`config.mk`:
```
export PLATFORM = sky130hd
export DESIGN_NAME = sliding_min_max_morphology_flat
export DESIGN_NICKNAME = d
export VERILOG_FILES = /design/src/hw/rtl/smm_pkg.sv /design/src/hw/rtl/smm_if.sv /design/src/hw/rtl/sliding_min_max_morphology.sv /design/src/hw/rtl/smm_front.sv /design/src/hw/rtl/smm_queue.sv /design/src/hw/rtl/smm_back.sv /design/src/flat_wrapper.sv
export SDC_FILE = /design/constraint.sdc
export NUM_CORES = 1
export LEC_CHECK = 0
export BUFFER_PORTS_ARGS = -buffer_cell sky130_fd_sc_hd__buf_2
export CAP_MARGIN = 40
export CORE_UTILIZATION = 40
export DETAILED_ROUTE_END_ITERATION = 12
export PLACE_DENSITY = 0.59
export SLEW_MARGIN = 20
export SYNTH_ARGS = -nofsm -noshare
export SYNTH_HDL_FRONTEND = slang
export SYNTH_SLANG_ARGS = --single-unit
```
`constraint.sdc`:
```
create_clock -name clock -period 4.7 [get_ports clock]
set_input_delay 0.705 -clock clock [delete_from_list [all_inputs] [get_ports clock]]
set_output_delay 0.705 -clock clock [all_outputs]
set_load 0.01 [all_outputs]
```
`src/hw/rtl/smm_pkg.sv`:
```
`timescale 1ns / 1ps
// ----------------------------------------------------------------------------
// smm_pkg
// Widths, types and the job word shared by the sliding min/max blocks.
// ----------------------------------------------------------------------------
package smm_pkg;

   localparam int unsigned SAMPLE_BITS = 16;
   localparam int unsigned HALF_W      = 5;
   localparam int unsigned MAX_HALF    = 31;
   localparam int unsigned WIN_DEPTH   = 2 * MAX_HALF + 1;
   localparam int unsigned CNT_W       = $clog2(WIN_DEPTH + 1);
   localparam int unsigned ADDR_W      = (WIN_DEPTH > 1) ? $clog2(WIN_DEPTH) : 1;
   localparam int unsigned HALF_RESET  = 1;

   typedef logic signed [SAMPLE_BITS-1:0] sample_type;
   typedef logic        [SAMPLE_BITS-1:0] usample_type;
   typedef logic        [HALF_W-1:0]      half_type;
   typedef logic        [CNT_W-1:0]       cnt_type;
   typedef logic        [ADDR_W-1:0]      addr_type;

   typedef struct packed {
      sample_type sample;
      cnt_type    used;
      cnt_type    nres;
      logic       frame_end;
      logic       short_frame;
   } job_type;

endpackage

```
`src/hw/rtl/smm_if.sv`:
```
`timescale 1ns / 1ps
// ----------------------------------------------------------------------------
// smm_req_if / smm_rsp_if / smm_csr_if
// Valid/ready channels for samples, results and the window register.
// ----------------------------------------------------------------------------
interface smm_req_if;
   logic                valid;
   logic                ready;
   smm_pkg::sample_type sample;
   logic                frame_end;

   modport source (output valid, output sample, output frame_end, input ready);
   modport sink   (input valid, input sample, input frame_end, output ready);
endinterface

interface smm_rsp_if;
   logic                 valid;
   logic                 ready;
   smm_pkg::sample_type  erosion;
   smm_pkg::sample_type  dilation;
   smm_pkg::sample_type  midpoint;
   smm_pkg::usample_type spread;
   logic                 last_out;
   logic                 short_frame;

   modport source (output valid, output erosion, output dilation, output midpoint,
                   output spread, output last_out, output short_frame, input ready);
   modport sink   (input valid, input erosion, input dilation, input midpoint,
                   input spread, input last_out, input short_frame, output ready);
endinterface

interface smm_csr_if;
   logic              valid;
   logic              ready;
   smm_pkg::half_type half_window;

   modport source (output valid, output half_window, input ready);
   modport sink   (input valid, input half_window, output ready);
endinterface

```
`src/hw/rtl/sliding_min_max_morphology.sv`:
```
`timescale 1ns / 1ps
// ----------------------------------------------------------------------------
// sliding_min_max_morphology
// Streaming 1D erosion/dilation with midpoint and spread over framed samples.
// ----------------------------------------------------------------------------
// req carries one signed sample word and a frame_end flag; rsp carries one
// result word (erosion, dilation, midpoint, spread, last_out, short_frame);
// csr writes half_window and is always ready; the user must write it only
// while the block is idle, which the block does not enforce. Results for
// position p come out once sample p+h has been taken. On frame_end the
// tail results repeat, last_out marking the final one. A sample that
// releases no result is only written to the window memory; any other stays
// in the back end until its result word is loaded, after a scan of the
// window length used = min(fill, 2h+1) when used is over 1: the window
// memory gives one entry a cycle. A two-word job queue lets the front keep
// taking samples while the back end scans, and the result register repeats
// its word while the back end scans the next sample.
// Reset clears the queue, the frame fill count and the output, and sets
// half_window to 1; the window memory needs no clearing. When rsp stalls
// the result word holds, the back end stops once its next result is ready,
// then the queue fills and req.ready drops.
// ----------------------------------------------------------------------------
module sliding_min_max_morphology (
   input  logic      clock,
   input  logic      reset,
   smm_req_if.sink   req,
   smm_rsp_if.source rsp,
   smm_csr_if.sink   csr
);

   logic             push_valid;
   logic             push_ready;
   smm_pkg::job_type push_job;
   logic             pop_valid;
   logic             pop_ready;
   smm_pkg::job_type pop_job;

   smm_front u_front (
      .clock      (clock),
      .reset      (reset),
      .req        (req),
      .csr        (csr),
      .push_valid (push_valid),
      .push_ready (push_ready),
      .push_job   (push_job)
   );

   smm_queue u_queue (
      .clock      (clock),
      .reset      (reset),
      .push_valid (push_valid),
      .push_ready (push_ready),
      .push_job   (push_job),
      .pop_valid  (pop_valid),
      .pop_ready  (pop_ready),
      .pop_job    (pop_job)
   );

   smm_back u_back (
      .clock     (clock),
      .reset     (reset),
      .pop_valid (pop_valid),
      .pop_ready (pop_ready),
      .pop_job   (pop_job),
      .rsp       (rsp)
   );

endmodule

```
`src/hw/rtl/smm_front.sv`:
```
`timescale 1ns / 1ps
// ----------------------------------------------------------------------------
// smm_front
// Accepts sample words, tracks the frame fill and classifies each word into
// a job: window length to scan, number of results and frame flags.
// ----------------------------------------------------------------------------
module smm_front (
   input  logic              clock,
   input  logic              reset,
   smm_req_if.sink           req,
   smm_csr_if.sink           csr,
   output logic              push_valid,
   input  logic              push_ready,
   output smm_pkg::job_type  push_job
);

   smm_pkg::half_type half_ff;
   smm_pkg::half_type half_in;
   smm_pkg::cnt_type  fill_ff;
   smm_pkg::cnt_type  fill_in;
   smm_pkg::cnt_type  h_cl;
   smm_pkg::cnt_type  span;
   smm_pkg::cnt_type  c_new;
   logic              has_res;
   logic              accept;

   assign csr.ready  = 1'b1;
   assign req.ready  = push_ready;
   assign push_valid = req.valid;
   assign accept     = req.valid && push_ready;

   always_comb begin
      if (int'(half_ff) > int'(smm_pkg::MAX_HALF)) begin
         h_cl = smm_pkg::cnt_type'(smm_pkg::MAX_HALF);
      end else begin
         h_cl = smm_pkg::cnt_type'(half_ff);
      end
      span  = smm_pkg::cnt_type'({h_cl, 1'b1});
      c_new = (fill_ff < smm_pkg::cnt_type'(smm_pkg::WIN_DEPTH)) ? fill_ff + 1'b1 : fill_ff;
      has_res = c_new > h_cl;

      push_job.sample      = req.sample;
      push_job.used        = (c_new < span) ? c_new : span;
      push_job.frame_end   = req.frame_end;
      push_job.short_frame = req.frame_end && !has_res;
      if (req.frame_end) begin
         push_job.nres = has_res ? h_cl + smm_pkg::cnt_type'(1) : c_new;
      end else begin
         push_job.nres = has_res ? smm_pkg::cnt_type'(1) : smm_pkg::cnt_type'(0);
      end

      half_in = (csr.valid) ? csr.half_window : half_ff;
      fill_in = fill_ff;
      if (accept) begin
         fill_in = req.frame_end ? smm_pkg::cnt_type'(0) : c_new;
      end
   end

   always_ff @(posedge clock) begin
      if (reset) begin
         half_ff <= smm_pkg::half_type'(smm_pkg::HALF_RESET);
         fill_ff <= '0;
      end else begin
         half_ff <= half_in;
         fill_ff <= fill_in;
      end
   end

endmodule

```
`src/hw/rtl/smm_queue.sv`:
```
`timescale 1ns / 1ps
// ----------------------------------------------------------------------------
// smm_queue
// Two-entry job queue between the classifying front and the scanning back.
// ----------------------------------------------------------------------------
module smm_queue (
   input  logic             clock,
   input  logic             reset,
   input  logic             push_valid,
   output logic             push_ready,
   input  smm_pkg::job_type push_job,
   output logic             pop_valid,
   input  logic             pop_ready,
   output smm_pkg::job_type pop_job
);

   smm_pkg::job_type slot_ff [2];
   logic             wr_ptr_ff;
   logic             wr_ptr_in;
   logic             rd_ptr_ff;
   logic             rd_ptr_in;
   logic [1:0]       count_ff;
   logic [1:0]       count_in;
   logic             do_push;
   logic             do_pop;

   assign push_ready = count_ff != 2'd2;
   assign pop_valid  = count_ff != 2'd0;
   assign pop_job    = slot_ff[rd_ptr_ff];
   assign do_push    = push_valid && push_ready;
   assign do_pop     = pop_valid && pop_ready;

   always_comb begin
      wr_ptr_in = do_push ? !wr_ptr_ff : wr_ptr_ff;
      rd_ptr_in = do_pop  ? !rd_ptr_ff : rd_ptr_ff;
      count_in  = count_ff + {1'b0, do_push} - {1'b0, do_pop};
   end

   always_ff @(posedge clock) begin
      if (do_push) begin
         slot_ff[wr_ptr_ff] <= push_job;
      end
   end

   always_ff @(posedge clock) begin
      if (reset) begin
         wr_ptr_ff <= 1'b0;
         rd_ptr_ff <= 1'b0;
         count_ff  <= 2'd0;
      end else begin
         wr_ptr_ff <= wr_ptr_in;
         rd_ptr_ff <= rd_ptr_in;
         count_ff  <= count_in;
      end
   end

endmodule

```
`src/hw/rtl/smm_back.sv`:
```
`timescale 1ns / 1ps
// ----------------------------------------------------------------------------
// smm_back
// Stores each sample in the window memory, scans the window one entry a
// cycle for min and max, and repeats the result word as the job requires.
// ----------------------------------------------------------------------------
module smm_back (
   input  logic             clock,
   input  logic             reset,
   input  logic             pop_valid,
   output logic             pop_ready,
   input  smm_pkg::job_type pop_job,
   smm_rsp_if.source        rsp
);

   localparam logic [1:0] ST_IDLE = 2'd0;
   localparam logic [1:0] ST_SCAN = 2'd1;
   localparam logic [1:0] ST_DONE = 2'd2;

   localparam int unsigned MEM_DEPTH = 2 ** smm_pkg::ADDR_W;
   localparam int unsigned MSB       = smm_pkg::SAMPLE_BITS - 1;

   smm_pkg::sample_type  mem_ff [MEM_DEPTH];
   smm_pkg::sample_type  rdata_ff;
   smm_pkg::addr_type    raddr;

   logic [1:0]           state_ff;
   logic [1:0]           state_in;
   smm_pkg::addr_type    wptr_ff;
   smm_pkg::addr_type    wptr_in;
   smm_pkg::addr_type    base_ff;
   smm_pkg::addr_type    base_in;
   smm_pkg::cnt_type     k_ff;
   smm_pkg::cnt_type     k_in;
   smm_pkg::cnt_type     used_ff;
   smm_pkg::cnt_type     used_in;
   smm_pkg::cnt_type     nres_ff;
   smm_pkg::cnt_type     nres_in;
   logic                 end_ff;
   logic                 end_in;
   logic                 short_ff;
   logic                 short_in;
   logic                 rd_pend_ff;
   logic                 rd_pend_in;
   smm_pkg::sample_type  lo_ff;
   smm_pkg::sample_type  lo_in;
   smm_pkg::sample_type  hi_ff;
   smm_pkg::sample_type  hi_in;

   smm_pkg::sample_type  out_lo_ff;
   smm_pkg::sample_type  out_lo_in;
   smm_pkg::sample_type  out_hi_ff;
   smm_pkg::sample_type  out_hi_in;
   smm_pkg::sample_type  out_mid_ff;
   smm_pkg::sample_type  out_mid_in;
   smm_pkg::usample_type out_spread_ff;
   smm_pkg::usample_type out_spread_in;
   smm_pkg::cnt_type     out_left_ff;
   smm_pkg::cnt_type     out_left_in;
   logic                 out_end_ff;
   logic                 out_end_in;
   logic                 out_short_ff;
   logic                 out_short_in;

   logic [smm_pkg::SAMPLE_BITS:0] sum;
   logic [smm_pkg::SAMPLE_BITS:0] sum_adj;
   logic                 do_pop;
   logic                 out_fire;
   logic                 out_free;
   logic                 load_out;

   assign pop_ready = state_ff == ST_IDLE;
   assign do_pop    = pop_valid && pop_ready;
   assign raddr     = base_ff - smm_pkg::addr_type'(k_ff);

   assign rsp.valid       = out_left_ff != '0;
   assign rsp.erosion     = out_lo_ff;
   assign rsp.dilation    = out_hi_ff;
   assign rsp.midpoint    = out_mid_ff;
   assign rsp.spread      = out_spread_ff;
   assign rsp.last_out    = out_end_ff && (out_left_ff == smm_pkg::cnt_type'(1));
   assign rsp.short_frame = out_short_ff;

   assign out_fire = rsp.valid && rsp.ready;
   assign out_free = (out_left_ff == '0) || ((out_left_ff == smm_pkg::cnt_type'(1)) && rsp.ready);
   assign load_out = (state_ff == ST_DONE) && !rd_pend_ff && out_free;

   always_comb begin
      sum     = {lo_ff[MSB], lo_ff} + {hi_ff[MSB], hi_ff};
      sum_adj = (sum[smm_pkg::SAMPLE_BITS] && sum[0]) ? sum + 1'b1 : sum;
   end

   always_comb begin
      state_in   = state_ff;
      wptr_in    = wptr_ff;
      base_in    = base_ff;
      k_in       = k_ff;
      used_in    = used_ff;
      nres_in    = nres_ff;
      end_in     = end_ff;
      short_in   = short_ff;
      rd_pend_in = 1'b0;
      lo_in      = lo_ff;
      hi_in      = hi_ff;

      if (rd_pend_ff) begin
         if (rdata_ff < lo_ff) begin
            lo_in = rdata_ff;
         end
         if (rdata_ff > hi_ff) begin
            hi_in = rdata_ff;
         end
      end

      case (state_ff)
         ST_IDLE: begin
            if (do_pop) begin
               wptr_in  = wptr_ff + 1'b1;
               base_in  = wptr_ff;
               k_in     = smm_pkg::cnt_type'(1);
               used_in  = pop_job.used;
               nres_in  = pop_job.nres;
               end_in   = pop_job.frame_end;
               short_in = pop_job.short_frame;
               lo_in    = pop_job.sample;
               hi_in    = pop_job.sample;
               if (pop_job.nres == '0) begin
                  state_in = ST_IDLE;
               end else if (pop_job.used > smm_pkg::cnt_type'(1)) begin
                  state_in = ST_SCAN;
               end else begin
                  state_in = ST_DONE;
               end
            end
         end
         ST_SCAN: begin
            rd_pend_in = 1'b1;
            k_in       = k_ff + 1'b1;
            if (k_ff == used_ff - smm_pkg::cnt_type'(1)) begin
               state_in = ST_DONE;
            end
         end
         ST_DONE: begin
            if (load_out) begin
               state_in = ST_IDLE;
            end
         end
         default: begin
            state_in = ST_IDLE;
         end
      endcase
   end

   always_comb begin
      out_lo_in     = out_lo_ff;
      out_hi_in     = out_hi_ff;
      out_mid_in    = out_mid_ff;
      out_spread_in = out_spread_ff;
      out_end_in    = out_end_ff;
      out_short_in  = out_short_ff;
      out_left_in   = out_fire ? out_left_ff - smm_pkg::cnt_type'(1) : out_left_ff;
      if (load_out) begin
         out_lo_in     = lo_ff;
         out_hi_in     = hi_ff;
         out_mid_in    = smm_pkg::sample_type'(sum_adj[smm_pkg::SAMPLE_BITS:1]);
         out_spread_in = smm_pkg::usample_type'(hi_ff - lo_ff);
         out_end_in    = end_ff;
         out_short_in  = short_ff;
         out_left_in   = nres_ff;
      end
   end

   always_ff @(posedge clock) begin
      if (do_pop) begin
         mem_ff[wptr_ff] <= pop_job.sample;
      end
      rdata_ff <= mem_ff[raddr];
   end

   always_ff @(posedge clock) begin
      base_ff       <= base_in;
      k_ff          <= k_in;
      used_ff       <= used_in;
      nres_ff       <= nres_in;
      end_ff        <= end_in;
      short_ff      <= short_in;
      lo_ff         <= lo_in;
      hi_ff         <= hi_in;
      out_lo_ff     <= out_lo_in;
      out_hi_ff     <= out_hi_in;
      out_mid_ff    <= out_mid_in;
      out_spread_ff <= out_spread_in;
      out_end_ff    <= out_end_in;
      out_short_ff  <= out_short_in;
   end

   always_ff @(posedge clock) begin
      if (reset) begin
         state_ff    <= ST_IDLE;
         wptr_ff     <= '0;
         rd_pend_ff  <= 1'b0;
         out_left_ff <= '0;
      end else begin
         state_ff    <= state_in;
         wptr_ff     <= wptr_in;
         rd_pend_ff  <= rd_pend_in;
         out_left_ff <= out_left_in;
      end
   end

endmodule
```
`src/flat_wrapper.sv`:
```
// flat-port wrapper written by rule: the top's interface ports become plain ports
module sliding_min_max_morphology_flat 
  (clock, reset, req_valid, req_sample, req_frame_end, req_ready, rsp_valid, rsp_erosion, rsp_dilation, rsp_midpoint, rsp_spread, rsp_last_out, rsp_short_frame, rsp_ready, csr_valid, csr_half_window, csr_ready);
  smm_req_if req_i ();
  smm_rsp_if rsp_i ();
  smm_csr_if csr_i ();
  input  logic clock;
  input  logic reset;
  input wire logic [$bits(req_i.valid)-1:0] req_valid;
  input wire logic [$bits(req_i.sample)-1:0] req_sample;
  input wire logic [$bits(req_i.frame_end)-1:0] req_frame_end;
  output wire logic [$bits(req_i.ready)-1:0] req_ready;
  output wire logic [$bits(rsp_i.valid)-1:0] rsp_valid;
  output wire logic [$bits(rsp_i.erosion)-1:0] rsp_erosion;
  output wire logic [$bits(rsp_i.dilation)-1:0] rsp_dilation;
  output wire logic [$bits(rsp_i.midpoint)-1:0] rsp_midpoint;
  output wire logic [$bits(rsp_i.spread)-1:0] rsp_spread;
  output wire logic [$bits(rsp_i.last_out)-1:0] rsp_last_out;
  output wire logic [$bits(rsp_i.short_frame)-1:0] rsp_short_frame;
  input wire logic [$bits(rsp_i.ready)-1:0] rsp_ready;
  input wire logic [$bits(csr_i.valid)-1:0] csr_valid;
  input wire logic [$bits(csr_i.half_window)-1:0] csr_half_window;
  output wire logic [$bits(csr_i.ready)-1:0] csr_ready;
  assign req_i.valid = req_valid;
  assign req_i.sample = req_sample;
  assign req_i.frame_end = req_frame_end;
  assign req_ready = req_i.ready;
  assign rsp_valid = rsp_i.valid;
  assign rsp_erosion = rsp_i.erosion;
  assign rsp_dilation = rsp_i.dilation;
  assign rsp_midpoint = rsp_i.midpoint;
  assign rsp_spread = rsp_i.spread;
  assign rsp_last_out = rsp_i.last_out;
  assign rsp_short_frame = rsp_i.short_frame;
  assign rsp_i.ready = rsp_ready;
  assign csr_i.valid = csr_valid;
  assign csr_i.half_window = csr_half_window;
  assign csr_ready = csr_i.ready;
  sliding_min_max_morphology u_core (.clock(clock), .reset(reset), .req(req_i), .rsp(rsp_i), .csr(csr_i));
endmodule
```
After elaboration in Yosys (flattened, before gate mapping) --
Memories as Yosys holds them, arrays and structs flattened. A register that Yosys moved wholly into a read port is not among the register bits. Index checks and enable logic that the tools add are counted.
Storage, ports and cells: register bits after elaboration 154, input bits 27, memories kept 2, bits in writable memories 1084
Memory list:
- u_core.u_back.mem_ff | depth 64, bits a word 16, read ports 1, clocked after Yosys merged registers in 1, write ports 1, RTL line smm_back.sv:23 | smm_pkg::sample_type mem_ff [MEM_DEPTH];
- u_core.u_queue.slot_ff | depth 2, bits a word 30, read ports 1, clocked after Yosys merged registers in 1, write ports 1, RTL line smm_queue.sv:17 | smm_pkg::job_type slot_ff [2];
Cells by class: add/subtract/negate cells 12, reduce and logical (&&, ||, !) cells 24, equality and inequality tests 8, $lt $le $gt $ge 6, mux-type cells 32
Operators with widths (count):
- 2-to-1 mux 16 bit | 8
- 2-to-1 mux 6 bit | 8
- adder 6 x 1 -> 6 bit (second input constant) | 3
- adder 16 x 16 -> 17 bit | 1
- adder 17 x 1 -> 17 bit (second input constant) | 1
- 2-to-1 mux 17 bit | 1
- > comparator 16 bit | 1
- < comparator 16 bit | 1
- subtractor 16 bit | 1
- zero test 6 bit | 2
- one-hot mux 6 bit (2 select lines) | 1
- subtractor 6 x 1 -> 6 bit (second input constant) | 2
- 2-to-1 mux 2 bit | 5
- logical AND 1 bit | 9
- 2-to-1 mux 1 bit | 8
- adder 5 x 1 -> 6 bit (second input constant) | 1
- == test 6 x 1 -> 1 bit (second input constant) | 1
- == test 6 bit | 1
- > comparator 6 x 1 -> 1 bit (second input constant) | 1
- > comparator 6 x 5 -> 1 bit | 1
- < comparator 6 bit | 1
- < comparator 6 bit (second input constant) | 1
- inequality test 2 bit (second input constant) | 3
- one-hot mux 2 bit (3 select lines) | 1
- 13 further kinds | 19

Longest topological paths before layout --
Gate-level depths: netlist (run 1).
depth in word-level cells 6, gate-level depth with buffers 15

By module --
From an unflattened synthesis (run 1), not the netlist that was laid out.
Unflattened totals: cells, all modules 2653, area total of the unflattened synthesis 51142.8 sq um
By module, submodules not included:
- smm_back | area an instance 47609.4 sq um, cells an instance 2391, sequential area each 34773.4 sq um, instances 1
- smm_queue | area an instance 2414.8 sq um, cells an instance 122, sequential area each 1901.8 sq um, instances 1
- smm_front | area an instance 1118.6 sq um, cells an instance 140, sequential area each 220.2 sq um, instances 1

Worst setup path before layout (run 1) --
Ideal clock, no wire load.
kind input-to-reg, start point input rsp_ready, end point register u_core.u_back.out_left_ff[1], arrival 3.966 ns, stages 6, setup time 0.088 ns, data required time 4.612 ns, path slack 0.645 ns, path buffers 1, path through a21oi_1 > or3_1 > nor3_1 > clkbuf_1 > a211oi_1 > a211oi_1
Between the ends: word-level cells in the longest chain between the ends 4, elaborated cells between the ends (all ways) 6, classes of those cells 1 x mux; 5 x reduce/logical
Ends and longest elaborated chain:
- from (decl) | RTL line flat_wrapper.sv:20 | input wire logic [$bits(rsp_i.ready)-1:0] rsp_ready;
- logical AND 1 bit * | RTL line smm_back.sv:85 | assign out_free = (out_left_ff == '0) || ((out_left_ff == smm_pkg::cnt_type'(1)) && rsp.ready);
- logical OR 1 bit * | RTL line smm_back.sv:85
- logical AND 1 bit * | RTL line smm_back.sv:86 | assign load_out = (state_ff == ST_DONE) && !rd_pend_ff && out_free;
- via u_core.u_back.load_out | RTL line smm_back.sv:70 | logic load_out;
- 2-to-1 mux 6 bit / nonzero test 2 bit (equally long branches)
- to (signal assigned) | RTL line smm_back.sv:207 | out_left_ff <= out_left_in;
- to (decl) | RTL line smm_back.sv:58 | smm_pkg::cnt_type out_left_ff;
Mark *: on every way through the listed nets, which the timed path passes. The rest lies on a longest branch. A chain may end at the register's enable or synchronous reset.

Worst setup path in the final report (run 1) --
start point register u_core.u_back.k_ff[0], end point register u_core.u_back.rdata_ff[2], read port of u_core.u_back.mem_ff
Between the ends: word-level cells in the longest chain between the ends 1
Ends and longest elaborated chain:
- from (decl) | RTL line smm_back.sv:33 | smm_pkg::cnt_type k_ff;
- from (signal assigned) | RTL line smm_back.sv:182 | k_ff <= k_in;
- subtractor 6 bit | RTL line smm_back.sv:74 | assign raddr = base_ff - smm_pkg::addr_type'(k_ff);
- to (decl) | RTL line smm_back.sv:24 | smm_pkg::sample_type rdata_ff;
Every way passes these cells.

==> impl_metrics.py, run 1 <==
metrics = {
    "setup_path": {
        "crit_top_cell": "mux4_2",
        "crit_type": "reg -> reg",
        "r2r_end": "u_core.u_back.rdata_ff[2]$_DFF_P_",
        "required_ns": 5.30,
        "reg2reg_depth": 9,
        "cp_max_fo": 45,
        "rrSetupSlack_ns": 0.52,
        "critPathTopFamily": "multiplexers",
        "critPathBufInv": 3,
        "cp-end-kind": "register",
        "path_cells": "ha_4 > inv_1 > fa_4 > buf_12 > buf_4 > mux4_2 > mux4_2 > mux2i_1 > a21oi_1",
        "cp.arrival_ns": 4.79,
        "cp_slowest_cell": "fa_4",
        "max_stage_delay_ns": 0.98,
        "startpoint_type": "register",
        "reg2reg_from": "u_core.u_back.k_ff[0]$_SDFFCE_PN1P_",
    },
    "clock_tree": {
        "worstSkewPairLatency_ns": 0.75,
        "cts-resized-gates": 0,
        "holdBufCountCts": 0,
        "root_buffer": "clkbuf_16",
        "cts.htree.levels": 4,
        "cts_tree": "built",
        "cts_buffers": 135,
        "clock_path_buffers": 3,
        "post-cts-setup-buffers": 0,
        "clk_pin_slew_ns": 0.06,
        "clock_sinks": 1255,
    },
    "global_route": {
        "grt_pass1_vias": 26500,
        "grt_pass1_wl_um": 178200,
        "antenna_found_initial": 5,
        "grt_max_degree": 78,
        "grt_usage_pct": 19.30,
        "gr-total-overflow": 0,
    },
    "drt": {
        "drtAntennaViolNets": 0,
        "drt_wl_total_um": 121800,
        "drt_iter0_markers": 2688,
        "avgViaCountPerCell": 5.606,
        "vias": 25660,
        "firstDrtPassIters": 7,
        "wl_per_cell_um": 26.62,
        "drc": 0,
    },
    "logic_synthesis": {
        "synth_top_cell_by_area": "edfxtp_1",
        "synthesis.area_um2": 50680,
        "synth_edf_count": 1176,
        "async_flop_share_pct": 0,
        "synthFlopType": "edfxtp_1",
        "ys_types": 73,
        "ys_seq_area_share_pct": 72.80,
        "synth_common_cells": "1176 x edfxtp_1, 320 x mux4_2, 150 x nor2_1",
        "avgSynthCellArea_um2": 19.58,
        "synth_top_area_share_pct": 69.68,
        "yosys-top-cells-area": "edfxtp_1 70%, mux4_2 14%, dfxtp_1 3.1%",
        "syn-num-nets": 2705,
        "ys_seq_elements": 1255,
        "syn_inst": 2588,
        "yosysMostFrequentCell": "edfxtp_1",
        "yosys_warnings": 0,
    },
    "sta": {
        "final.setup.tns_ns": 0,
        "relSlewSlack_pct": 45.74,
        "grt_setup_unrepaired": "no",
        "worst_slew_pin_slew_ns": 0.8139,
        "timing.fmax_ghz": 0.2390,
        "fin_crit_sh_pct": 89.03,
        "setup_viol": 0,
        "drv_slew": 0,
        "hold_viol": 0,
        "fin_worst_skew_ns": 0.02511,
        "finalCriticalPeriod_ns": 4.184,
    },
    "outcome": {
        "status": "complete, no violations",
    },
    "hold_path": {
        "hold_path_end": "u_core.u_queue.slot_ff[0][29]$_DFFE_PP_",
        "min_path_type": "in -> reg",
        "hold_depth": 1,
        "min_from": "req_sample[15]",
    },
    "flow_run": {
        "maxCapViolCount": 0,
    },
    "placement": {
        "hpwl_um": 72250,
        "port_buffers": 94,
        "place.gp.congestion": 0.8262,
    },
    "die": {
        "initial_utilization_pct": 40.36,
        "die_h_um": 358.0,
        "io_pins": 96,
        "fp.dieW_um": 358.0,
        "row_count": 130,
        "die-area_um2": 128100,
        "coreArea_um2": 125600,
    },
    "final_layout": {
        "final_layout_size_suffix_gt1_share_pct": 27.38,
        "diodes": 0,
        "nets": 2940,
        "area_growth_pct": 14.88,
    },
}
-- worst max path at each step --
stage                                                    from                                   endpoint  cells after the start
after floorplan                                     rsp_ready  u_core.u_back.out_left_ff[1]$_SDFFE_PP0P_                      6
after global placement     u_core.u_back.base_ff[0]$_DFFE_PP_          u_core.u_back.rdata_ff[2]$_DFF_P_                     10
after detailed placement  u_core.u_back.k_ff[0]$_SDFFCE_PN1P_          u_core.u_back.rdata_ff[6]$_DFF_P_                     10
after global routing      u_core.u_back.k_ff[0]$_SDFFCE_PN1P_          u_core.u_back.rdata_ff[2]$_DFF_P_                      9
final                     u_core.u_back.k_ff[0]$_SDFFCE_PN1P_          u_core.u_back.rdata_ff[2]$_DFF_P_                      9
after CTS                 u_core.u_back.k_ff[0]$_SDFFCE_PN1P_          u_core.u_back.rdata_ff[6]$_DFF_P_                     10
-- per-layer routing --
metal  wire (um)  vias to the layer above  share of wire [%]  track usage (%)
met3        7527                      170                6.2            3.262
met2       61530                      973                 51            32.66
met1       50060                    13570                 41            25.57
met4        2679                        0                2.2            5.728
li1            -                    10950                  -                -
met5           0                        -                  0                0
-- cell usage in the layout (no fill, tap or decap), types with 18 or more instances in the layout --
master     netlist  routed
edfxtp_1      1176    1176
mux2i_1         55      55
nand2_1         43      43
nor2b_1         38      38
nor3_1          23      22
buf_2           21      95
mux2_2          31      31
a21oi_1         95      95
mux4_2         320     320
dfxtp_1         79      79
buf_4            4     110
o21ai_0         18      18
inv_1           76      76
a211oi_1        22      22
clkinv_1         1      20
xnor2_1         51      48
nand3_1         20      20
ha_1            87      86
clkbuf_16        0     139
clkbuf_1        78      38
nor2_1         150     148
-- cell type report --
type	count	area [um2]
clock buffers	181	3676
clock inverters	59	526.8
fillers	10420	67350
inverters	80	300.3
multi-input cells	1127	13070
flip-flops and latches	1255	36900
well taps	1650	2064
repair buffers	224	1692
-- sequential cells by signal, indices dropped and copies added (netlist names), 2 cells and up, named ones only --
register and count:
u_core.u_back.mem_ff 1024, u_core.u_queue.slot_ff 60, u_core.u_back.hi_ff 16, u_core.u_back.lo_ff 16, u_core.u_back.rdata_ff 16, u_core.u_back.rsp.dilation 16, u_core.u_back.rsp.erosion 16, u_core.u_back.rsp.midpoint 16
u_core.u_back.rsp.spread 16, u_core.u_back.base_ff 6, u_core.u_back.k_ff 6, u_core.u_back.nres_ff 6, u_core.u_back.out_left_ff 6, u_core.u_back.used_ff 6, u_core.u_back.wptr_ff 6, u_core.u_front.fill_ff 6
u_core.u_front.half_ff 5, u_core.u_back.state_ff 2, u_core.u_queue.count_ff 2
-- cells by family after synthesis --
logic type | synth area share [%]
compound gates | 2.807
xor+xnor | 1.173
fa+ha+maj | 2.266
buf+inv | 1.622
flops | 72.80
mux | 16.00
other cells | 0.007399
simple gates | 3.328
-- per-stage QoR --
step                util, %  cell area (um2)  setup slack, ns  hold WS, ns  cells
detailed placement    42.95            53930           0.4081       0.4045   4331
finish                46.37            58220           0.5157       0.1522   4576
global route          46.37            58220           0.3765       0.1159   4576
CTS                   46.30            58140           0.3872       0.1017   4571
floorplan                 -            50680           0.6455       0.4003   2588
global placement      42.89            53850           0.4693       0.4041   4328
Power of run 1 is not shown: default switching activity piles up to over one toggle a cycle in this logic, so the estimate is an artifact.
==> run 2, diff against run 1 <==
==> constraint.sdc (replaced) <==
create_clock -name clock -period 4.7 [get_ports clock]
set_input_delay 1.41 -clock clock [delete_from_list [all_inputs] [get_ports clock]]
set_output_delay 1.41 -clock clock [all_outputs]
set_load 0.01 [all_outputs]
==> run 2 against run 1 <==
  * Sequential cell count stayed put
  * Routed wire length is 0.42% higher
  * Non-clock buffer count is 7 lower
  * Die area stayed put
  * Cell count hardly changed
  * Worst setup slack better by 0.11 ns
  * Clock-buffer cell count is 1 lower
  * First-iteration DRC count is 7.8% lower
  * Design area hardly changed
  * Via count is 0.83% lower
==> impl_metrics.py, run 2 (synthesis gave the netlist of run 1 again) <==
metrics = {
    "outcome": {
        "status": "complete, no violations",
    },
    "setup_path": {
        "cp-end-kind": "register",
        "r2r_end": "u_core.u_back.rdata_ff[15]$_DFF_P_",
        "cp.arrival_ns": 4.67,
        "rrSetupSlack_ns": 0.63,
        "startpoint_type": "register",
        "crit_type": "reg -> reg",
        "required_ns": 5.30,
        "reg2reg_from": "u_core.u_back.k_ff[0]$_SDFFCE_PN1P_",
        "reg2reg_depth": 9,
        "cp_max_fo": 68,
    },
    "die": {
        "fp.dieW_um": 358.0,
        "die-area_um2": 128100,
        "io_pins": 96,
        "row_count": 130,
        "initial_utilization_pct": 40.36,
        "coreArea_um2": 125600,
        "die_h_um": 358.0,
    },
    "placement": {
        "port_buffers": 94,
        "postPlaceCellArea_um2": 53860,
        "hpwl_um": 71650,
        "place.gp.congestion": 0.8373,
    },
    "final_layout": {
        "final_cell_mix": "1176 x edfxtp_1, 320 x mux4_2, 148 x nor2_1, 136 x clkbuf_16, 104 x buf_4",
        "top_regs": "u_core.u_back.mem_ff: 1024 flops, u_core.u_queue.slot_ff: 60 flops",
        "nets": 2932,
        "diodes": 0,
        "final-seq-area_um2": 36900,
        "fill_cells": 10520,
        "area_growth_pct": 14.97,
        "final_common_cell": "edfxtp_1",
        "final_layout_size_suffix_gt1_share_pct": 27.38,
        "multi_input_area_um2": 13050,
        "top_register": "u_core.u_back.mem_ff",
        "final_cell_area_um2": 58270,
        "largest_reg_flops": 1024,
    },
    "sta": {
        "hold_viol": 0,
        "final.setup.tns_ns": 0,
        "drv_slew": 0,
        "fin_worst_skew_ns": 0.02007,
        "setup_viol": 0,
        "relSlewSlack_pct": 43.37,
        "worst_slew_pin_slew_ns": 0.8495,
        "finalCriticalPeriod_ns": 4.071,
        "grt_setup_unrepaired": "no",
        "fin_crit_sh_pct": 86.63,
        "timing.fmax_ghz": 0.2456,
    },
    "global_route": {
        "grt_max_degree": 80,
        "antenna_found_initial": 2,
        "grt_pass1_wl_um": 177400,
        "grt_pass1_vias": 26290,
        "grt_usage_pct": 19.35,
        "gr-total-overflow": 0,
    },
    "clock_tree": {
        "worstSkewPairLatency_ns": 0.76,
        "clock_sinks": 1255,
        "holdBufCountCts": 0,
        "cts-resized-gates": 0,
        "cts_tree": "built",
        "clock_path_buffers": 3,
        "cts_buffers": 134,
        "clk_pin_slew_ns": 0.05,
        "post-cts-setup-buffers": 0,
        "root_buffer": "clkbuf_16",
        "cts.htree.levels": 4,
    },
    "drt": {
        "wl_per_cell_um": 26.73,
        "drt_wl_total_um": 122300,
        "drtAntennaViolNets": 0,
        "avgViaCountPerCell": 5.561,
        "vias": 25440,
        "drt_iter0_markers": 2477,
        "drc": 0,
        "firstDrtPassIters": 5,
    },
    "hold_path": {
        "hold_path_end": "u_core.u_back.out_end_ff$_DFFE_PP_",
        "min_path_type": "reg -> reg",
        "min_from": "u_core.u_back.end_ff$_DFFE_PP_",
        "hold_depth": 0,
    },
    "flow_run": {
        "maxCapViolCount": 0,
    },
}
[run 2: cell count changes in the layout (fill, tap and decap cells not counted), sizes merged]
cell    before  now
inv         89   87
buf        224  217
clkbuf     181  180
clkinv      41   50
[run 2: metrics by stage]
step	std cells	hold slack, ns	worst slack, ns	util [%]
finish	4575	0.4169	0.6286	46.40
global route	4575	0.4276	0.4571	46.40
CTS	4570	0.4183	0.6490	46.30
detailed placement	4324	0.4045	0.6494	42.89
global placement	4322	0.4005	0.6589	42.85
floorplan	2588	0.4003	0.9761	-
[run 2: metal layers]
metal  GRT usage, %  part of all wire [%]  up-vias
li1               -                     -    10940
met2          33.49                    51      868
met3          2.702                   5.6      169
met4          6.511                   2.7        2
met5              0                0.0057        -
met1          25.05                    41    13470
[run 2: cell type report]
class,instances,share of cell area (%)
sequential,1255,63.32
multi-input combinational,1127,22.40
clock buffer,180,6.279
tap,1650,3.543
timing repair buffer,217,2.865
clock inverter,66,1.080
inverter,80,0.5154
[run 2: critical path, stage by stage, from the launching register on]
cell and delay (ns):
edfxtp_1 0.49, ha_4 0.17, inv_1 0.06, fa_4 0.88, buf_12 0.38, mux4_2 0.38, mux4_2 0.52, nor2b_1 0.21
a211oi_1 0.63, a21oi_1 0.12
[run 2: how the worst max path moves through the flow]
stage	start	to	slack, ns	depth (start not counted)
finish	u_core.u_back.k_ff[0]$_SDFFCE_PN1P_	u_core.u_back.rdata_ff[15]$_DFF_P_	0.63	9
CTS	u_core.u_back.k_ff[0]$_SDFFCE_PN1P_	u_core.u_back.rdata_ff[15]$_DFF_P_	0.65	9
global placement	u_core.u_back.k_ff[0]$_SDFFCE_PN1P_	u_core.u_back.rdata_ff[15]$_DFF_P_	0.66	9
global route	u_core.u_back.k_ff[0]$_SDFFCE_PN1P_	u_core.u_back.rdata_ff[15]$_DFF_P_	0.46	9
floorplan	u_core.u_queue.count_ff[1]$_SDFF_PP0_	u_core.u_back.mem_ff[34][0]$_DFFE_PP_	0.98	5
detailed placement	u_core.u_back.k_ff[0]$_SDFFCE_PN1P_	u_core.u_back.rdata_ff[15]$_DFF_P_	0.65	9
Power of run 2 is left out for the same reason.
